## src/sv/generational_handle_table_assert.svh

```systemverilog
// ---------------------------------------------------------------------------
// Generational handle table: assertion macros
// Concurrent assertion helpers clocked on clk and disabled by rst.
// ---------------------------------------------------------------------------
`ifndef GENERATIONAL_HANDLE_TABLE_ASSERT_SVH
`define GENERATIONAL_HANDLE_TABLE_ASSERT_SVH
`ifndef SYNTHESIS
`define GHT_ASSERT(lbl, prop, msg) \
  lbl: assert property (@(posedge clk) disable iff (rst) (prop)) else $error(msg);
`define GHT_ASSERT_IMPL(lbl, ante, cons, msg) \
  lbl: assert property (@(posedge clk) disable iff (rst) (ante) |-> (cons)) else $error(msg);
`else
`define GHT_ASSERT(lbl, prop, msg)
`define GHT_ASSERT_IMPL(lbl, ante, cons, msg)
`endif
`endif

```

## src/sv/ght_fifo.sv

```systemverilog
// ---------------------------------------------------------------------------
// Generational handle table: small queue
// Register based FIFO with full and empty flags and show-ahead read data.
// ---------------------------------------------------------------------------
module ght_fifo #(
  parameter int W     = 8,
  parameter int DEPTH = 2
) (
  input  logic         clk,
  input  logic         rst,
  input  logic         push,
  input  logic [W-1:0] wdata,
  output logic         full,
  input  logic         pop,
  output logic [W-1:0] rdata,
  output logic         empty
);

  localparam int PTR_W = (DEPTH > 1) ? $clog2(DEPTH) : 1;
  localparam int CNT_W = $clog2(DEPTH + 1);
  localparam logic [PTR_W-1:0] LAST = PTR_W'(DEPTH - 1);
  localparam logic [CNT_W-1:0] FULL_CNT = CNT_W'(DEPTH);

  logic [W-1:0]     mem [DEPTH];
  logic [PTR_W-1:0] wr_ptr;
  logic [PTR_W-1:0] rd_ptr;
  logic [CNT_W-1:0] count;
  logic             wr_en;
  logic             rd_en;

  assign full  = (count == FULL_CNT);
  assign empty = (count == '0);
  assign wr_en = push && !full;
  assign rd_en = pop && !empty;
  assign rdata = mem[rd_ptr];

  always_ff @(posedge clk) begin
    if (wr_en) begin
      mem[wr_ptr] <= wdata;
    end
  end

  always_ff @(posedge clk) begin
    if (rst) begin
      wr_ptr <= '0;
      rd_ptr <= '0;
      count  <= '0;
    end else begin
      if (wr_en) begin
        wr_ptr <= (wr_ptr == LAST) ? '0 : wr_ptr + PTR_W'(1);
      end
      if (rd_en) begin
        rd_ptr <= (rd_ptr == LAST) ? '0 : rd_ptr + PTR_W'(1);
      end
      if (wr_en && !rd_en) begin
        count <= count + CNT_W'(1);
      end else if (rd_en && !wr_en) begin
        count <= count - CNT_W'(1);
      end
    end
  end

endmodule

```

## config.mk

```make
export PLATFORM = sky130hd
export DESIGN_NAME = ght_fifo
export DESIGN_NICKNAME = d
export VERILOG_FILES = /design/src/sv/generational_handle_table_assert.svh /design/src/sv/ght_fifo.sv
export SDC_FILE = /design/constraint.sdc
export NUM_CORES = 1
export LEC_CHECK = 0
export ABC_CLOCK_PERIOD_IN_PS = 1650
export BUFFER_PORTS_ARGS = -buffer_cell sky130_fd_sc_hd__buf_2
export CORE_ASPECT_RATIO = 1.2
export CORE_UTILIZATION = 40
export DETAILED_ROUTE_END_ITERATION = 12
export PLACE_DENSITY = 0.76
export SYNTH_ARGS = -nofsm -noshare
export SYNTH_HDL_FRONTEND = slang
export SYNTH_SLANG_ARGS = --single-unit
export TNS_END_PERCENT = 30
```

## constraint.sdc

```tcl
create_clock -name clk -period 1.65 [get_ports clk]
set_input_delay 0.2475 -clock clk [delete_from_list [all_inputs] [get_ports clk]]
set_output_delay 0.2475 -clock clk [all_outputs]
set_load 0.02 [all_outputs]
```

==> results of run 1 <==
## synth_stat cells, drive strengths merged
library cell,instances
or3,2
a21oi,2
buf,1
mux2,8
inv,2
nor2,5
ha,1
and2,1
dfxtp,5
o21ai,3
nor2b,1
xor2,3
edfxtp,16
## final timing paths
kind               end  slack, ps
max           count[1]        160
min          mem[0][6]        140
max reg2reg   count[1]        160
min reg2reg     wr_ptr        500
## kinds of logic (layout without fill, tap and decap cells)
| logic type | Yosys count | count (layout) |
|---|---|---|
| simple gates | 9 | 9 |
| compound gates | 5 | 5 |
| buf+inv | 3 | 27 |
| flops | 21 | 21 |
| xor+xnor | 3 | 3 |
| fa+ha+maj | 1 | 1 |
| mux | 8 | 8 |
## stage by stage
step                area [µm²]  total power (W)  hold WS (ps)  setup WS, ps  utilization (%)
global route               952          0.00156           116          23.4             51.5
detailed placement         917          0.00124           439          59.3             49.6
finish                     952          0.00147           142           159             51.5
global placement           917          0.00122           437           169             49.6
floorplan                  793          0.00110           317          63.4                -
CTS                        943          0.00147           135          2.49             51.0
## repair_timing
item                       CTS  global route
gates resized for setup      0             5
hold endpoints to repair     0             0
setup endpoints to repair    0             9
## flip-flops by register name (all words and copies together) (netlist names), named ones only
| name | flops |
|---|---|
| rd_ptr | 1 |
| wr_ptr | 1 |
| count | 2 |
| mem | 16 |
## cells in the final DEF (no fill, tap or decap)
master and instances:
a21oi_1 2, and2_1 1, buf_2 21, clkbuf_1 1, clkbuf_4 3, dfxtp_1 2
dfxtp_2 3, edfxtp_1 16, ha_1 1, inv_1 2, mux2_2 8, nor2_1 5
nor2b_4 1, o21ai_0 2, o21ai_1 1, or3_1 2, xor2_1 3
## power by group
group	internal (W)	total [W]	switching, W
combinational	0.000217	0.000491	0.000274
clock	0.0000937	0.000227	0.000133
sequential	0.000682	0.000755	0.0000728
## cell type report
type	instances	area share, %
sequential	21	61.4
multi-input combinational	26	21.6
timing repair buffer	21	11.0
clock buffer	4	2.76
tap	19	2.50
inverter	2	0.788
## worst max-delay path: stages (launching register included)
cell and delay (ps):
dfxtp_2 370, o21ai_1 240, ha_1 310, or3_1 370
a21oi_1 140
## metal layers
layer	GRT usage (%)	vias to the layer above	share of wire, %
li1	-	228	-
met1	10.8	202	39
met2	19.7	19	51
met3	4.32	2	8.8
met4	6.25	0	1.1
met5	0	-	0
==> results.sh, run 1 <==
export IMPL_path_max_fanout=5
export IMPL_io_buffers=21
export IMPL_grt_use_total_pct=11.2
export IMPL_setup_viol=0
export IMPL_root_buffer="clkbuf_4"
export IMPL_synth_mux_area_share_pct=11.4
export IMPL_antenna_cells=0
export IMPL_place_congestion=0.600
export IMPL_synth_area_um2=793
export IMPL_min_path_type="in2reg"
export IMPL_die_area_um2=2170
export IMPL_grt_overflow_total=0
export IMPL_place_hpwl_um=825
export IMPL_first_pass_iters=4
export IMPL_period_minus_slack_ps=1490
export IMPL_vdd_drop_max_mv=0.872
export IMPL_worst_pin_slew_ps=377
export IMPL_outcome="completed"
export IMPL_rsz0062_at_grt="no"
export IMPL_leakage_nw=0.381
export IMPL_path_clk_slew_ps=100
export IMPL_crit_arrival_ps=1710
export IMPL_max_slew_margin_rel_pct=74.9
export IMPL_synth_top_family_by_area="multiplexers"
export IMPL_crit_path_start="count[0]"
export IMPL_required_ps=1870
export IMPL_synth_xor_area_share_pct=3.31
export IMPL_final_fill_count=172
export IMPL_ctsHoldBuffers=0
export IMPL_drtAntennaViolNets=0
export IMPL_finClkSkew_ps=3.20
export IMPL_fmax_mhz=671
export IMPL_min_from="wdata[6]"
export IMPL_netlist_instances=50
export IMPL_fp_row_count=17
export IMPL_ios=22
export IMPL_worstHoldPathCells=1
export IMPL_endpoint_kind="register"
export IMPL_fin_setup_tns_ps=0
export IMPL_drt_iter0_drc=8
export IMPL_htree_levels=1
export IMPL_synth_warnings=0
export IMPL_avgSynthCellArea_um2=15.9
export IMPL_drive_above_1_share_pct=48.6
export IMPL_fin_cells=93
export IMPL_coreArea_um2=1850
export IMPL_critical_path_class="reg2reg"
export IMPL_grt_pass1_wl_um=1710
export IMPL_r2r_start="count[0]"
export IMPL_wl_per_cell_um=11.9
export IMPL_synth_cell_types=13
export IMPL_area_delta_synth_final_pct=20.0
export IMPL_critPathLaunchType="register"
export IMPL_multi_input_area_um2=205
export IMPL_antenna_found_initial=0
export IMPL_synthesis_nets=63
export IMPL_slew_violations=0
export IMPL_vias_per_cell=4.85
export IMPL_initial_core_util_pct=42.9
export IMPL_dp_cells=89
export IMPL_numCtsBuffers=3
export IMPL_synthAdderAreaFrac_pct=1.58
export IMPL_routed_wl_um=1110
export IMPL_synth_top_cell_by_area="edfxtp_1"
export IMPL_hold_viol=0
export IMPL_cts_max_path_buffers=2
export IMPL_synth_compound_area_share_pct=3.15
export IMPL_power_density_nw_per_um2=1550
export IMPL_period_share_pct=90.3
export IMPL_synth_area_leaders="edfxtp_1 (61%), dfxtp_1 (13%), mux2_2 (11%), xor2_1 (3.3%), nor2_1 (2.4%)"
export IMPL_grt_max_degree=12
export IMPL_vias=451
export IMPL_seq_area_um2=584
export IMPL_cap_violations=0
export IMPL_insertion_delay_ps=280
export IMPL_yosys_area_share_simple_pct=5.84
export IMPL_nNetsFinal=88
export IMPL_ys_seq_area_share_pct=73.2
export IMPL_route_detailed_drc=0
export IMPL_ff2ff_path_depth=4
export IMPL_synthDominantCellAreaShare_pct=60.6
export IMPL_die_w_um=42.7
export IMPL_cts_setup_buffers=0
export IMPL_tritoncts="built"
export IMPL_grt_pass1_vias=402
export IMPL_chipHeight_um=50.8
export IMPL_synth_seq_cells=21
export IMPL_cts_sinks=21
(Power assumes the default switching activity.)
==> inputs of run 2 (changes only) <==
ABC_AREA = 1   (was default)
CELL_PAD_IN_SITES_DETAIL_PLACEMENT = 1   (was default)
CELL_PAD_IN_SITES_GLOBAL_PLACEMENT = 1   (was default)
CORE_UTILIZATION = 39   (was 40)
PLACE_DENSITY = 0.87   (was 0.76)
==> run 2 against run 1 <==
  * Via count rose by 18%
  * Clock-buffer cell count unchanged
  * Power up 3.0%
  * Synthesized area increased by 4.4%
  * Register-to-register slack improved by 50 ps
  * Design area up 5.3%
  * Core utilization increased by 0.90 points
  * Worst setup slack worse by 12 ps
  * Critical path type is now reg2out
==> results.sh, run 2 <==
export IMPL_path_clk_slew_ps=110
export IMPL_min_path_type="in2reg"
export IMPL_numCtsBuffers=3
export IMPL_netlist_instances=62
export IMPL_worst_pin_slew_ps=359
export IMPL_fp_row_count=17
export IMPL_avgSynthCellArea_um2=13.4
export IMPL_synthesis_nets=75
export IMPL_synth_area_um2=828
export IMPL_regMostFlops="mem"
export IMPL_tritoncts="built"
export IMPL_place_hpwl_um=1140
export IMPL_power_frac_comb_pct=34.6
export IMPL_cts_max_path_buffers=2
export IMPL_crit_arrival_ps=1260
export IMPL_post_place_ws_ps=209
export IMPL_period_share_pct=91.1
export IMPL_die_area_um2=2310
export IMPL_setup_viol=0
export IMPL_slew_violations=0
export IMPL_clkPwrFrac_pct=15.5
export IMPL_path_max_fanout=8
export IMPL_nNetsFinal=102
export IMPL_synth_edf_count=16
export IMPL_final_fill_count=214
export IMPL_finClkSkew_ps=3.57
export IMPL_grt_max_degree=12
export IMPL_cts_setup_buffers=0
export IMPL_cts_sinks=21
export IMPL_critical_path_class="reg2out"
export IMPL_grt_pass1_vias=533
export IMPL_vias=533
export IMPL_leakage_nw=0.417
export IMPL_antenna_found_initial=0
export IMPL_synth_warnings=0
export IMPL_htree_levels=1
export IMPL_initial_core_util_pct=43.3
export IMPL_chipHeight_um=52.5
export IMPL_min_from="wdata[4]"
export IMPL_pwr_share_seq_pct=49.9
export IMPL_rsz0062_at_grt="no"
export IMPL_ys_seq_area_share_pct=70.1
export IMPL_most_common_layout_cells="buf_2 (21), edfxtp_1 (16), nor2_1 (9)"
export IMPL_netlist_top_cells_count="edfxtp_1 (16), nor2_1 (9), mux2_2 (8)"
export IMPL_finalPower_w=0.00152
export IMPL_coreArea_um2=1910
export IMPL_fmax_mhz=665
export IMPL_synthDominantCellAreaShare_pct=58.0
export IMPL_io_buffers=21
export IMPL_drive_above_1_share_pct=45.5
export IMPL_hold_viol=0
export IMPL_synth_area_leaders="edfxtp_1 (58%), dfxtp_1 (12%), mux2_2 (11%), nor2_1 (4.1%), inv_1 (3.2%)"
export IMPL_route_detailed_drc=0
export IMPL_grt_use_total_pct=13.5
export IMPL_power_density_nw_per_um2=1510
export IMPL_die_w_um=44.1
export IMPL_r2r_start="count[1]"
export IMPL_switching_share_pct=34.9
export IMPL_outcome="completed"
export IMPL_first_pass_iters=6
export IMPL_max_slew_margin_rel_pct=76.0
export IMPL_insertion_delay_ps=290
export IMPL_synth_seq_cells=21
export IMPL_required_ps=1400
export IMPL_ios=22
export IMPL_period_minus_slack_ps=1500
export IMPL_drt_iter0_drc=9
export IMPL_cap_violations=0
export IMPL_root_buffer="clkbuf_4"
export IMPL_ctsHoldBuffers=0
export IMPL_critPathLaunchType="register"
export IMPL_grt_pass1_wl_um=2220
export IMPL_vdd_drop_max_mv=0.729
export IMPL_final_common_cell="buf_2"
export IMPL_largest_reg_flops=16
export IMPL_synthArstFlopShare_pct=0
export IMPL_wl_per_cell_um=13.7
export IMPL_antenna_cells=0
export IMPL_synth_cell_types=16
export IMPL_switchingPower_w=0.000529
export IMPL_drtAntennaViolNets=0
export IMPL_grt_overflow_total=0
export IMPL_vias_per_cell=4.98
export IMPL_synth_top_cell_by_area="edfxtp_1"
export IMPL_synth_most_common_cell="edfxtp_1"
export IMPL_area_delta_synth_final_pct=21.0
export IMPL_cts_resized_gates=1
export IMPL_top_regs="mem x16, count x2"
export IMPL_layout_setup_ws_ps=147
export IMPL_endpoint_kind="primary output"
export IMPL_place_congestion=0.709
export IMPL_power_internal_w=0.000986
export IMPL_synth_ff_type="edfxtp_1"
export IMPL_routed_wl_um=1470
export IMPL_fin_setup_tns_ps=0
==> run 2: cell types whose count changed in the layout (fill, tap and decap cells not counted), sizes merged, moves of 2 or more <==
cell   delta
xor2      -3
or3       -2
buf       +2
o21ai     +2
nor2      +4
inv       +7
nand2     +4
==> run 2: cell type report <==
class	count	area [µm²]	area share, %
Sequential cell	21	582	58.1
Multi-Input combinational cell	31	216	21.6
Timing Repair Buffer	23	120	12.0
Inverter	9	33.8	3.37
Clock buffer	4	26.3	2.62
Tap cell	19	23.8	2.37
==> run 2: critical path, cell delays in order, from the launching register on <==
cell     delay (ps)
dfxtp_2         450
mux2_2          360
buf_2           160
==> run 2: cells by family (layout without fill, tap and decap cells) <==
logic type,after synthesis,count (layout),share of synthesized area [%]
flip-flops,21,21,70.1
AND/OR/NAND/NOR,16,16,8.31
buffers and inverters,10,36,4.68
multiplexers,8,8,10.9
AO/OA/AOI/OAI,6,6,4.53
adder cells (fa/ha/maj),1,1,1.51
==> run 2: final timing paths <==
path                                   to  slack, ps  depth (start not counted)
worst max-delay path             rdata[1]        150                          2
worst min-delay path            mem[1][4]        140                          1
worst max register to register   count[1]        210                          9
worst min register to register     wr_ptr        520                          2
==> run 2: stage by stage <==
stage | cells | util [%] | hold slack (ps) | cell area, µm²
6_report | 107 | 52.4 | 139 | 1000
5_1_grt | 107 | 52.4 | 120 | 1000
4_1_cts | 107 | 52.0 | 132 | 995
3_5_place_dp | 103 | 50.5 | 440 | 967
3_3_place_gp | 103 | 50.5 | 436 | 967
2_1_floorplan | 62 | - | 346 | 828
==> run 2: metal layers <==
metal | vias up | track usage [%] | wire [µm]
li1 | 263 | - | -
met4 | 0 | 4.55 | 8
met2 | 16 | 24.5 | 770
met1 | 252 | 14.8 | 602
met5 | - | 0 | 0
met3 | 2 | 3.79 | 84
==> run 2: power by group through the flow <==
| stage | clock network, W | registers, W | logic (W) |
|---|---|---|---|
| 2_1_floorplan | 0 | 0.000730 | 0.000389 |
| 3_3_place_gp | 0 | 0.000755 | 0.000501 |
| 3_5_place_dp | 0 | 0.000767 | 0.000521 |
| 4_1_cts | 0.000241 | 0.000757 | 0.000525 |
| 5_1_grt | 0.000261 | 0.000777 | 0.000572 |
| 6_report | 0.000235 | 0.000757 | 0.000524 |
