===== config.mk =====
export PLATFORM = sky130hd
export DESIGN_NAME = ght_front
export DESIGN_NICKNAME = d
export VERILOG_FILES = /design/src/sv/generational_handle_table_assert.svh /design/src/sv/ght_pkg.sv /design/src/sv/ght_front.sv
export SDC_FILE = /design/constraint.sdc
export NUM_CORES = 1
export LEC_CHECK = 0
export BUFFER_PORTS_ARGS = -buffer_cell sky130_fd_sc_hd__buf_2
export CORE_MARGIN = 5
export CORE_UTILIZATION = 32
export DETAILED_ROUTE_END_ITERATION = 10
export PLACE_DENSITY_LB_ADDON = 0.05
export SYNTH_ARGS = -nofsm -noshare
export SYNTH_HDL_FRONTEND = slang
export SYNTH_SLANG_ARGS = --single-unit

===== constraint.sdc =====
create_clock -name clk -period 2.4 [get_ports clk]
set_input_delay 0.12 -clock clk [delete_from_list [all_inputs] [get_ports clk]]
set_output_delay 0.12 -clock clk [all_outputs]
set_load 0.03 [all_outputs]

===== src/sv/generational_handle_table_assert.svh =====
// ---------------------------------------------------------------------------
// Generational handle table: assertion macros
// Concurrent assertion helpers clocked on clk and disabled by rst.
// ---------------------------------------------------------------------------
`ifndef GENERATIONAL_HANDLE_TABLE_ASSERT_SVH
`define GENERATIONAL_HANDLE_TABLE_ASSERT_SVH
`ifndef SYNTHESIS
`define GHT_ASSERT(lbl, prop, msg) \
  lbl: assert property (@(posedge clk) disable iff (rst) (prop)) else $error(msg);
`define GHT_ASSERT_IMPL(lbl, ante, cons, msg) \
  lbl: assert property (@(posedge clk) disable iff (rst) (ante) |-> (cons)) else $error(msg);
`else
`define GHT_ASSERT(lbl, prop, msg)
`define GHT_ASSERT_IMPL(lbl, ante, cons, msg)
`endif
`endif


===== src/sv/ght_pkg.sv =====
// ---------------------------------------------------------------------------
// Generational handle table package
// Field widths, request and status codes, and the beats passed between parts.
// ---------------------------------------------------------------------------
package ght_pkg;

  localparam int REQ_W  = 2;
  localparam int OBJ_W  = 32;
  localparam int ID_W   = 16;
  localparam int GEN_W  = 32;
  localparam int STAT_W = 3;
  localparam int CFG_W  = 11;
  localparam int LIVE_W = 11;

  localparam logic [REQ_W-1:0] REQ_REGISTER   = 2'd0;
  localparam logic [REQ_W-1:0] REQ_UNREGISTER = 2'd1;
  localparam logic [REQ_W-1:0] REQ_RESOLVE    = 2'd2;

  localparam logic [STAT_W-1:0] ST_OK        = 3'd0;
  localparam logic [STAT_W-1:0] ST_INVALID   = 3'd1;
  localparam logic [STAT_W-1:0] ST_STATE     = 3'd2;
  localparam logic [STAT_W-1:0] ST_NOT_FOUND = 3'd3;
  localparam logic [STAT_W-1:0] ST_BUSY      = 3'd4;

  // What the back part has to do with a classified request.
  localparam logic [1:0] KIND_DONE     = 2'd0;  // status already final
  localparam logic [1:0] KIND_REGISTER = 2'd1;
  localparam logic [1:0] KIND_UNREG    = 2'd2;
  localparam logic [1:0] KIND_RESOLVE  = 2'd3;

  typedef struct packed {
    logic [1:0]        kind;
    logic [STAT_W-1:0] status;
    logic [OBJ_W-1:0]  obj;
    logic [GEN_W-1:0]  gen;
    logic [ID_W-1:0]   idx;    // slot index (id minus one)
  } cmd_t;

  typedef struct packed {
    logic [STAT_W-1:0] status;
    logic [ID_W-1:0]   out_id;
    logic [GEN_W-1:0]  out_gen;
    logic [OBJ_W-1:0]  obj_ref_out;
    logic [LIVE_W-1:0] live_slots;
  } res_t;

endpackage


===== src/sv/ght_front.sv =====
// ---------------------------------------------------------------------------
// Generational handle table: front end
// Holds the capacity register and classifies requests without the table.
// ---------------------------------------------------------------------------
module ght_front #(
  parameter int SLOTS = 1024
) (
  input  logic                       clk,
  input  logic                       rst,
  input  logic                       cfg_we,
  input  logic [ght_pkg::CFG_W-1:0]  cfg_data,
  input  logic                       push,
  input  logic [ght_pkg::REQ_W-1:0]  req_type,
  input  logic [ght_pkg::OBJ_W-1:0]  obj_ref,
  input  logic [ght_pkg::ID_W-1:0]   handle_id,
  input  logic [ght_pkg::GEN_W-1:0]  handle_gen,
  input  logic                       cmd_full,
  output ght_pkg::cmd_t              cmd,
  output logic                       cmd_push,
  output logic [((($clog2(SLOTS + 1)) > ght_pkg::CFG_W) ?
                 $clog2(SLOTS + 1) : ght_pkg::CFG_W)-1:0] cap,
  output logic                       rebuild
);

  import ght_pkg::*;

  localparam int PW   = $clog2(SLOTS + 1);
  localparam int CAPW = (PW > CFG_W) ? PW : CFG_W;

  logic [ID_W-1:0] idx;
  logic            in_range;

  // Capacity: a zero write is dropped, larger values saturate to SLOTS.
  assign rebuild = cfg_we && (cfg_data != '0);

  always_ff @(posedge clk) begin
    if (rst) begin
      cap <= CAPW'(SLOTS);
    end else if (rebuild) begin
      cap <= (32'(cfg_data) > 32'(SLOTS)) ? CAPW'(SLOTS) : CAPW'(cfg_data);
    end
  end

  assign idx      = handle_id - ID_W'(1);
  assign in_range = (32'(idx) < 32'(cap)) && (32'(idx) < 32'(SLOTS));
  assign cmd_push = push && !cmd_full;

  always_comb begin
    cmd        = '0;
    cmd.obj    = obj_ref;
    cmd.gen    = handle_gen;
    cmd.idx    = idx;
    cmd.kind   = KIND_DONE;
    cmd.status = ST_INVALID;
    case (req_type)
      REQ_REGISTER: begin
        if (obj_ref == '0) begin
          cmd.status = ST_INVALID;
        end else if ((handle_id != '0) && (handle_gen != '0)) begin
          cmd.status = ST_STATE;
        end else begin
          cmd.kind   = KIND_REGISTER;
          cmd.status = ST_OK;
        end
      end
      REQ_UNREGISTER, REQ_RESOLVE: begin
        if ((handle_id == '0) || (handle_gen == '0)) begin
          cmd.status = ST_INVALID;
        end else if (!in_range) begin
          cmd.status = ST_NOT_FOUND;
        end else begin
          cmd.kind   = (req_type == REQ_UNREGISTER) ? KIND_UNREG : KIND_RESOLVE;
          cmd.status = ST_OK;
        end
      end
      default: begin
        cmd.status = ST_INVALID;
      end
    endcase
  end

endmodule


==> reports/metrics.yaml, run 1 <==
status: "finished with violations"
violations: "setup timing"
dp_hpwl_um: 5700
holdCritStartpoint: "cfg_data[0]"
vias: 2166
cts_hold_buffers: 0
setup_viol: 4
critPathMaxStageDelay_ns: 0.58
ctsRootBufferMaster: "clkbuf_8"
drcViolationCount: 0
path_max_fanout: 3
antenna_found_initial: 0
nets: 514
seqPwrFrac: 0.209
ant_nets: 0
syn-cell-area_mm2: 0.00177
min_period_ns: 2.94
worstReg2RegStart: "cap[10]"
cts_buffer_depth: 2
yosysTopAreaCell: "buf_4"
ys_ff_latch: 11
core.rowCount: 27
cp_slowest_cell: "or4_4"
p_comb_frac: 0.596
nFillCells: 555
final_common_cell: "buf_2"
fin_ws_ns: -0.539
hold_path.class: "in2reg"
ioPinCount: 196
cts_tree: "yes"
diodes: 0
startpoint_type: "input port"
drive_above_1_share: 0.658
final_max_slew_viol_count: 0
mostFrequentLayoutCells: "buf_2, buf_4, inv_1, nor4_1, nor2_1"
start_util: 0.326
clkPwrFrac: 0.195
critPathLaunch: "handle_id[6]"
synthTopCellsByArea: "buf_4, dfxtp_1, ha_1"
track_usage: 0.162
largest_reg_flops: 11
syn_to_final_growth_pct: 61.4
die_h_um: 84.5
routed_via_density: 4.58
gp_congestion: 0.898
powerDensity_mw_per_mm2: 327
critPathTopFamily: "simple AND/OR/NAND/NOR gates"
regMostFlops: "cap"
fin_setup_tns_ns: -1.55
switching_share: 0.448
clock-sinks: 11
hold_viol: 0
clk_pin_slew_worst_paths_ns: 0.05
io_buffers: 194
path_buf_inv: 2
placeableCoreArea_mm2: 0.00544
drt-total-wl_um: 6180
internal_power_uw: 517
dp_slack_ns: -0.611
h-tree-depth: 1
clock_skew_ns: 0
top_regs: "cap (11)"
grt_max_degree: 12
synthCells: 238
grt_pass1_vias: 2169
max_freq_mhz: 340
dieArea_mm2: 0.00713
synth_fp_nets: 350
numCtsBuffers: 3
vdd_drop_max_uv: 384
clock_latency_ns: 0.24
seq_area_frac_synth: 0.124
drv_cap: 0
synth.distinct_cells: 46
die_w_um: 84.5
end_kind: "primary output"
synth-edff-count: 0
rsz0062_at_grt: "true"
ys_warn_count: 0
p_leak_uw: 0.00145
drtPass1Iterations: 4
grt_pass1_wl_um: 9760
grt_overflow_total: 0
first_iter_violations: 42
syn_avg_cell_area_um2: 7.45
crit_required_ns: 2.28
synthArstFlopShare: 0
crit_chain: "buf_6, or4_4, or2_4, nor3_4, xor2_4, ha_4, o21ai_2, a31oi_2, or4_4, o31ai_4, buf_6"
period_share: 1.22
yosysTopAreaCellShare: 0.275
synthFlopType: "dfxtp_1"
crit_arrival_ns: 2.82
critical_path_class: "in2out"
avgRoutedWirePerCell_um: 13.1
whs_ns: 0.155
p_switching_uw: 420
cell type report:
cell class                      count  area, um2  area share
Tap cell                           72       90.1      0.0315
Timing Repair Buffer              228       1260       0.441
Clock buffer                        4       45.0      0.0157
Sequential cell                    11        220      0.0769
Inverter                           19       75.1      0.0262
Multi-Input combinational cell    139       1170       0.409
cells in the mapped netlist (3+ instances only):
master,n
a21oi_1,12
nor2_1,14
xnor2_1,5
nor3b_1,3
xor2_1,8
ha_1,14
dfxtp_1,11
buf_4,65
nor4_1,18
nand3_1,5
nand4_1,5
or4_4,3
clkbuf_1,3
o21ai_0,6
nand2_1,10
inv_1,19
nor3_1,5
per-stage QoR:
step,power (uW),cell area [um2],instances,utilization
after detailed placement,746,2710,467,0.498
final,937,2860,473,0.526
after floorplan,573,1910,238,-
after global routing,999,2860,473,0.526
after global placement,745,2710,467,0.498
after CTS,940,2830,473,0.520
worst paths after layout:
path	depth (start not counted)	to	slack, ns
max	11	cmd[83]	-0.54
min	3	cap[0]	0.15
max reg2reg	1	cap[10]	1.66
min reg2reg	2	cap[9]	0.46
power groups by stage:
stage | logic, uW | registers, uW | clock network [uW]
2_1_floorplan | 360 | 213 | 0
3_3_place_gp | 545 | 200 | 0
3_5_place_dp | 546 | 200 | 0
4_1_cts | 556 | 196 | 188
5_1_grt | 604 | 197 | 198
6_report | 558 | 196 | 182
cells by family (layout without fill, tap and decap cells):
logic type,count (synthesis),in the layout,share of synthesized area
AOI/OAI and AO/OA,34,34,0.127
xor gates and xnor gates,13,13,0.0642
adders and majority gates,14,14,0.0987
buffers and inverters,88,251,0.326
DFF,11,11,0.124
other,1,1,0.00211
and+or+nand+nor,77,77,0.258
routing by layer:
| layer | share of wire | track usage |
|---|---|---|
| met5 | 0 | 0 |
| met4 | 0.013 | 0.0331 |
| met3 | 0.090 | 0.0491 |
| met2 | 0.55 | 0.322 |
| met1 | 0.35 | 0.165 |
timing repair:
action                     in CTS  in global routing
gates resized for setup        12                  6
setup buffers                   2                  0
pin swaps                       5                  6
setup endpoints to repair       4                  4
gates cloned                    0                  0
No activity file was read; power rests on OpenSTA's default activity.
==> run 2, diff against run 1 <==
Settings changed: ABC_AREA set to 1, CORE_UTILIZATION 32 to 33.
==> run 2 against run 1 <==
Against the previous run: the run now ends clean; register-to-register slack gained 0.07 ns; area after synthesis up 10%; hold slack worse by 0.079 ns; setup slack improved by 0.73 ns.
==> reports/metrics.yaml, run 2 <==
yosysTopAreaCell: "buf_4"  # unchanged
synth-edff-count: 0  # unchanged
start_util: 0.334  # was 0.326
final_common_cell: "buf_2"  # unchanged
dp_hpwl_um: 5660  # was 5700 um
drive_above_1_share: 0.529  # was 0.658
grt_pass1_wl_um: 9050  # was 9760 um
min_period_ns: 2.21  # was 2.94 ns
gp_congestion: 0.837  # was 0.898
critPathTopFamily: "simple AND/OR/NAND/NOR gates"  # unchanged
grt_max_degree: 12  # unchanged
p_switching_uw: 450  # was 420 uW
drcViolationCount: 0  # unchanged
synth_top_family_by_area: "buffers and inverters"  # unchanged
cp_slowest_cell: "nor2_4"  # was or4_4
max_freq_mhz: 453  # was 340 MHz
p_comb_frac: 0.592  # was 0.596
io_buffers: 194  # unchanged
antenna_found_initial: 0  # unchanged
finish.utilization: 0.470  # was 0.526
ctsRootBufferMaster: "clkbuf_8"  # unchanged
whs_ns: 0.0755  # was 0.155 ns
synth_common_cells: "buf_4, nor2_1, nand2_1"  # was buf_4, inv_1, nor4_1
mostFrequentLayoutCells: "buf_2, nand2_1, nor2_1, inv_1, a21oi_1"  # was buf_2, buf_4, inv_1, nor4_1, nor2_1
internal_power_uw: 502  # was 517 uW
synthTopCellsByArea: "buf_4, dfxtp_1, nor2_1"  # was buf_4, dfxtp_1, ha_1
h-tree-depth: 1  # unchanged
ys_warn_count: 0  # unchanged
synthSimpleGateAreaFrac: 0.335  # was 0.258
syn_avg_cell_area_um2: 6.14  # was 7.45 um2
numCtsBuffers: 3  # unchanged
die_w_um: 86.9  # was 84.5 um
syn-cell-area_mm2: 0.00195  # was 0.00177 mm2
cts_tree: "yes"  # unchanged
seq_area_frac_synth: 0.113  # was 0.124
vdd_drop_max_uv: 157  # was 384 uV
avgRoutedWirePerCell_um: 11.5  # was 13.1 um
drt-total-wl_um: 6070  # was 6180 um
syn_to_final_growth_pct: 41.0  # was 61.4%
status: "finished clean"  # was finished with violations
synth_xor_area_frac: 0.0404  # was 0.0642
cts_hold_buffers: 0  # unchanged
crit_arrival_ns: 2.09  # was 2.82 ns
top_regs: "cap (11)"  # unchanged
path_buf_inv: 5  # was 2
synth.most_common_cell: "buf_4"  # unchanged
switching_share: 0.473  # was 0.448
clock_latency_ns: 0.24  # about the same
synth.area.mux_share: 0  # unchanged
cp_common_cell: "nand2_2"
placeableCoreArea_mm2: 0.00585  # was 0.00544 mm2
synth_fp_nets: 430  # was 350
p_leak_uw: 0.00157  # was 0.00145 uW
ioPinCount: 196  # unchanged
critical_path_class: "in2out"  # unchanged
nFillCells: 640  # was 555
crit_required_ns: 2.28  # about the same
final_max_slew_viol_count: 0  # unchanged
core.rowCount: 28  # was 27
path_max_fanout: 4  # was 3
end_kind: "primary output"  # unchanged
hold_path.class: "in2reg"  # unchanged
setup_viol: 0  # was 4
clock_skew_ns: 0  # unchanged
ant_nets: 0  # unchanged
powerDensity_mw_per_mm2: 346  # was 327 mW/mm2
routed_via_density: 4.21  # was 4.58
seqPwrFrac: 0.215  # was 0.209
diodes: 0  # unchanged
drv_cap: 0  # unchanged
track_usage: 0.145  # was 0.162
nets: 567  # was 514
synthArstFlopShare: 0  # unchanged
first_iter_violations: 62  # was 42
die_h_um: 86.9  # was 84.5 um
largest_reg_flops: 11  # unchanged
dieArea_mm2: 0.00755  # was 0.00713 mm2
regMostFlops: "cap"  # unchanged
ys_ff_latch: 11  # unchanged
crit_chain: "buf_2, clkinvlp_4, ha_4, nand2_2, nor2_4, nand2_2, clkinv_2, nand2_2, nand2_2, inv_1, ha_1, nor2_1, nand3_2, nor2_2, nand2_2, nor2_4, nand2_2, nand2_4, buf_4"  # was buf_6, or4_4, or2_4, nor3_4, xor2_4, ha_4, o21ai_2, a31oi_2, or4_4, o31ai_4, buf_6
clk_pin_slew_worst_paths_ns: 0.05  # about the same
synth_compound_area_frac: 0.0788  # was 0.127
period_share: 0.919  # was 1.22
hold_viol: 0  # unchanged
startpoint_type: "input port"  # unchanged
vias: 2229  # was 2166
synthAdderAreaFrac: 0.0897  # was 0.0987
grt_overflow_total: 0  # unchanged
synthCells: 318  # was 238
grt_pass1_vias: 2092  # was 2169
drtPass1Iterations: 4  # unchanged
clock-sinks: 11  # unchanged
critPathMaxStageDelay_ns: 0.20  # was 0.58 ns
cts_buffer_depth: 2  # unchanged
clkPwrFrac: 0.193  # was 0.195
synth.distinct_cells: 26  # was 46
yosysTopAreaCellShare: 0.254  # was 0.275
synthFlopType: "dfxtp_1"  # unchanged
[run 2: final cells by class]
class | instances | area [um2] | area share
Multi-Input combinational cell | 196 | 1210 | 0.440
Timing Repair Buffer | 198 | 1010 | 0.367
Sequential cell | 11 | 220 | 0.0800
Inverter | 45 | 174 | 0.0632
Tap cell | 75 | 93.8 | 0.0341
Clock buffer | 4 | 45.0 | 0.0164
[run 2: cells by family (layout without fill, tap and decap cells)]
logic type,count (synthesis),count (layout)
and+or+nand+nor,143,143
buffers and inverters,111,247
AOI/OAI and AO/OA,29,29
adders and majority gates,14,14
DFF,11,11
xor gates and xnor gates,9,9
other,1,1
[run 2: path summary, 6_finish.rpt]
kind / start / end / slack (ns) / depth (start not counted)
min reg2reg: cap[4] / cap[4] / 0.49 / 2
max reg2reg: cap[10] / cap[10] / 1.73 / 2
max: handle_id[0] / cmd[83] / 0.19 / 19
min: rst / cap[4] / 0.08 / 2
[run 2: metrics by stage]
stage / total power, uW / setup TNS [ns] / cell area (um2) / setup slack, ns / instances
4_1_cts: 960 / 0 / 2710 / 0.0399 / 528
3_3_place_gp: 768 / 0 / 2660 / 0.100 / 524
6_report: 952 / 0 / 2750 / 0.194 / 529
3_5_place_dp: 770 / 0 / 2660 / 0.0492 / 524
5_1_grt: 1020 / -0.00197 / 2750 / -0.00167 / 529
2_1_floorplan: 623 / 0 / 2070 / 0.0127 / 318
[run 2: timing repair]
item | 4_1_cts | 5_1_grt
endpoints found under the setup margin | 0 | 4
setup buffers | 0 | 1
resized for setup | 0 | 14
[run 2: power groups by stage]
stage	clock (uW)	sequential (uW)	combinational (uW)
after floorplan	0	229	394
after global placement	0	207	561
after detailed placement	0	207	562
after CTS	192	204	564
after global routing	200	206	617
final	184	204	564
[run 2: worst reg2reg max path, stage by stage (launching register included)]
cell and delay, ns:
dfxtp_1 0.35, inv_1 0.08, o211ai_1 0.16
[run 2: layer usage]
layer / GRT usage / vias to the layer above / share of wire
li1: - / 1201 / -
met1: 0.193 / 927 / 0.41
met2: 0.251 / 97 / 0.48
met3: 0.0189 / 4 / 0.096
met4: 0.0255 / 0 / 0.0056
met5: 0 / - / 0
==> run 3, diff against run 2 <==
Settings changed: CORE_UTILIZATION 33 to 37, REMOVE_ABC_BUFFERS set to 1.
Clock period 2.4 ns to 2.03 ns, I/O delays scaled along.
==> run 3 against run 2 <==
Against the previous run: the run now ends with setup timing left; die area down 9.6%; combinational power increased by 29%; cell area is 8.0% higher; largest cell class is now buffers; largest power group unchanged; highest routed layer is now met5.
==> reports/metrics.yaml, run 3 (synthesis results as in run 2) <==
hold_path_depth: 2  # unchanged
drcViolationCount: 0  # unchanged
place_area_mm2: 0.00272  # was 0.00266 mm2
drt-total-wl_um: 7470  # was 6070 um
hold_path.class: "in2reg"  # unchanged
hold_viol: 0  # unchanged
worstReg2RegStart: "cap[10]"  # unchanged
startpoint_type: "input port"  # unchanged
routed_via_density: 4.43  # was 4.21
ioPinCount: 196  # unchanged
grt_overflow_total: 0  # unchanged
stdcell_count: 552  # was 529
final-seq-area_um2: 220  # unchanged
cts_tree: "yes"  # unchanged
io_buffers: 194  # unchanged
holdCritStartpoint: "rst"  # unchanged
powerDensity_mw_per_mm2: 399  # was 346 mW/mm2
rsz0062_at_grt: "true"
syn_to_final_growth_pct: 52.3  # was 41.0%
antenna_found_initial: 8  # was 0
placeableCoreArea_mm2: 0.00511  # was 0.00585 mm2
h-tree-depth: 1  # unchanged
dieArea_mm2: 0.00683  # was 0.00755 mm2
drtPass1Iterations: 4  # unchanged
r2r_end: "cap[10]"  # unchanged
die_w_um: 82.6  # was 86.9 um
final_design_area_no_fill_mm2: 0.00297  # was 0.00275 mm2
r2r_cells: 2  # unchanged
dp_hpwl_um: 6690  # was 5660 um
top_regs: "cap (11)"  # unchanged
rrSetupSlack_ns: 1.36  # was 1.73 ns
setup_viol: 3  # was 0
numCtsBuffers: 3  # unchanged
nFillCells: 520  # was 640
vdd_drop_max_uv: 431  # was 157 uV
final_common_cell: "buf_2"  # unchanged
regMostFlops: "cap"  # unchanged
grt_pass1_vias: 2252  # was 2092
start_util: 0.382  # was 0.334
placedCellCount: 543  # was 524
clock_skew_ns: 0  # unchanged
die_h_um: 82.6  # was 86.9 um
end_kind: "primary output"  # unchanged
core.rowCount: 26  # was 28
fin_ws_ns: -0.105  # was 0.194 ns
first_iter_violations: 57  # was 62
status: "finished with violations"  # was finished clean
crit_required_ns: 1.93  # was 2.28 ns
drive_above_1_share: 0.557  # was 0.529
vias: 2443  # was 2229
p_leak_uw: 0.00173  # was 0.00157 uW
period_share: 1.05
cts_hold_buffers: 0  # unchanged
ant_nets: 0  # unchanged
min_period_ns: 2.14
ctsRootBufferMaster: "clkbuf_8"  # unchanged
mostFrequentLayoutCells: "buf_2, nor2_1, nand2_1, inv_1, buf_4"  # was buf_2, nand2_1, nor2_1, inv_1, a21oi_1
avgRoutedWirePerCell_um: 13.5  # was 11.5 um
min_to: "cap[3]"  # was cap[4]
critical_path_class: "in2out"  # unchanged
multiInputGateArea_mm2: 0.00118  # was 0.00121 mm2
largest_reg_flops: 11  # unchanged
clock_latency_ns: 0.24  # about the same
nets: 594  # was 567
drv_cap: 0  # unchanged
clk_pin_slew_worst_paths_ns: 0.05  # about the same
grt_pass1_wl_um: 10500  # was 9050 um
grt_max_degree: 11  # was 12
clock-sinks: 11  # unchanged
whs_ns: 0.0476  # was 0.0755 ns
path_max_fanout: 4  # unchanged
violations: "setup timing"
final_max_slew_viol_count: 0  # unchanged
gp_congestion: 0.855  # was 0.837
max_freq_mhz: 468
track_usage: 0.199  # was 0.145
cts_buffer_depth: 2  # unchanged
crit_arrival_ns: 2.03  # was 2.09 ns
[run 3: cell types whose count changed in the layout (fill, tap and decap cells not counted), sizes merged]
cell      previous run  this run
buf                198       225
clkinvlp             1         0
diode                0         1
inv                 43        44
[run 3: routing by layer]
layer / up-vias / global-route usage / routed length [um]
li1: 1257 / - / -
met1: 1031 / 0.244 / 2960
met2: 116 / 0.317 / 3390
met3: 25 / 0.0879 / 926
met4: 14 / 0.0490 / 120
met5: - / 0 / 71
[run 3: layout make-up]
class | instances | area share
diodes | 1 | 0.000842
repair buffers | 225 | 0.424
flip-flops and latches | 11 | 0.0741
well taps | 70 | 0.0295
inverters | 45 | 0.0598
multi-input cells | 196 | 0.397
clock buffers | 4 | 0.0152
[run 3: power breakdown]
| part | switching (uW) | internal [uW] |
|---|---|---|
| Combinational | 464 | 263 |
| Sequential | 9.32 | 231 |
| Clock | 82.1 | 138 |
[run 3: stage by stage]
stage               setup TNS, ns  setup slack [ns]  power, uW   util
finish                     -0.249            -0.105       1190  0.582
global route               -0.885            -0.266       1270  0.582
CTS                        -0.240           -0.0989       1180  0.567
detailed placement         -0.884            -0.262        933  0.532
global placement           -0.642            -0.189        931  0.532
floorplan                   -2.56            -0.776        485      -
[run 3: worst max path at each step]
stage,start,end,slack (ns)
3_5_place_dp,handle_id[0],cmd[80],-0.26
4_1_cts,handle_id[1],cmd[81],-0.1
2_1_floorplan,handle_id[0],cmd[81],-0.78
5_1_grt,handle_id[0],cmd[80],-0.27
6_report,handle_id[0],cmd[80],-0.11
3_3_place_gp,handle_id[0],cmd[83],-0.19
[run 3: timing repair]
item	4_1_cts	5_1_grt
gates cloned	0	0
endpoints found under the setup margin	4	4
resized for setup	28	17
buffers inserted	2	2
pin swaps	19	15
[run 3: critical path, stage by stage]
cell and delay (ns):
buf_8 0.10, inv_6 0.05, buf_6 0.09, nand3_4 0.11, nor2_4 0.18, buf_6 0.13
nand2_4 0.04, xor2_2 0.19, ha_1 0.31, a21oi_1 0.14, nand2_1 0.06, nand2_1 0.07
nand2_2 0.09, o21ai_2 0.16, nand2_2 0.07, buf_6 0.14
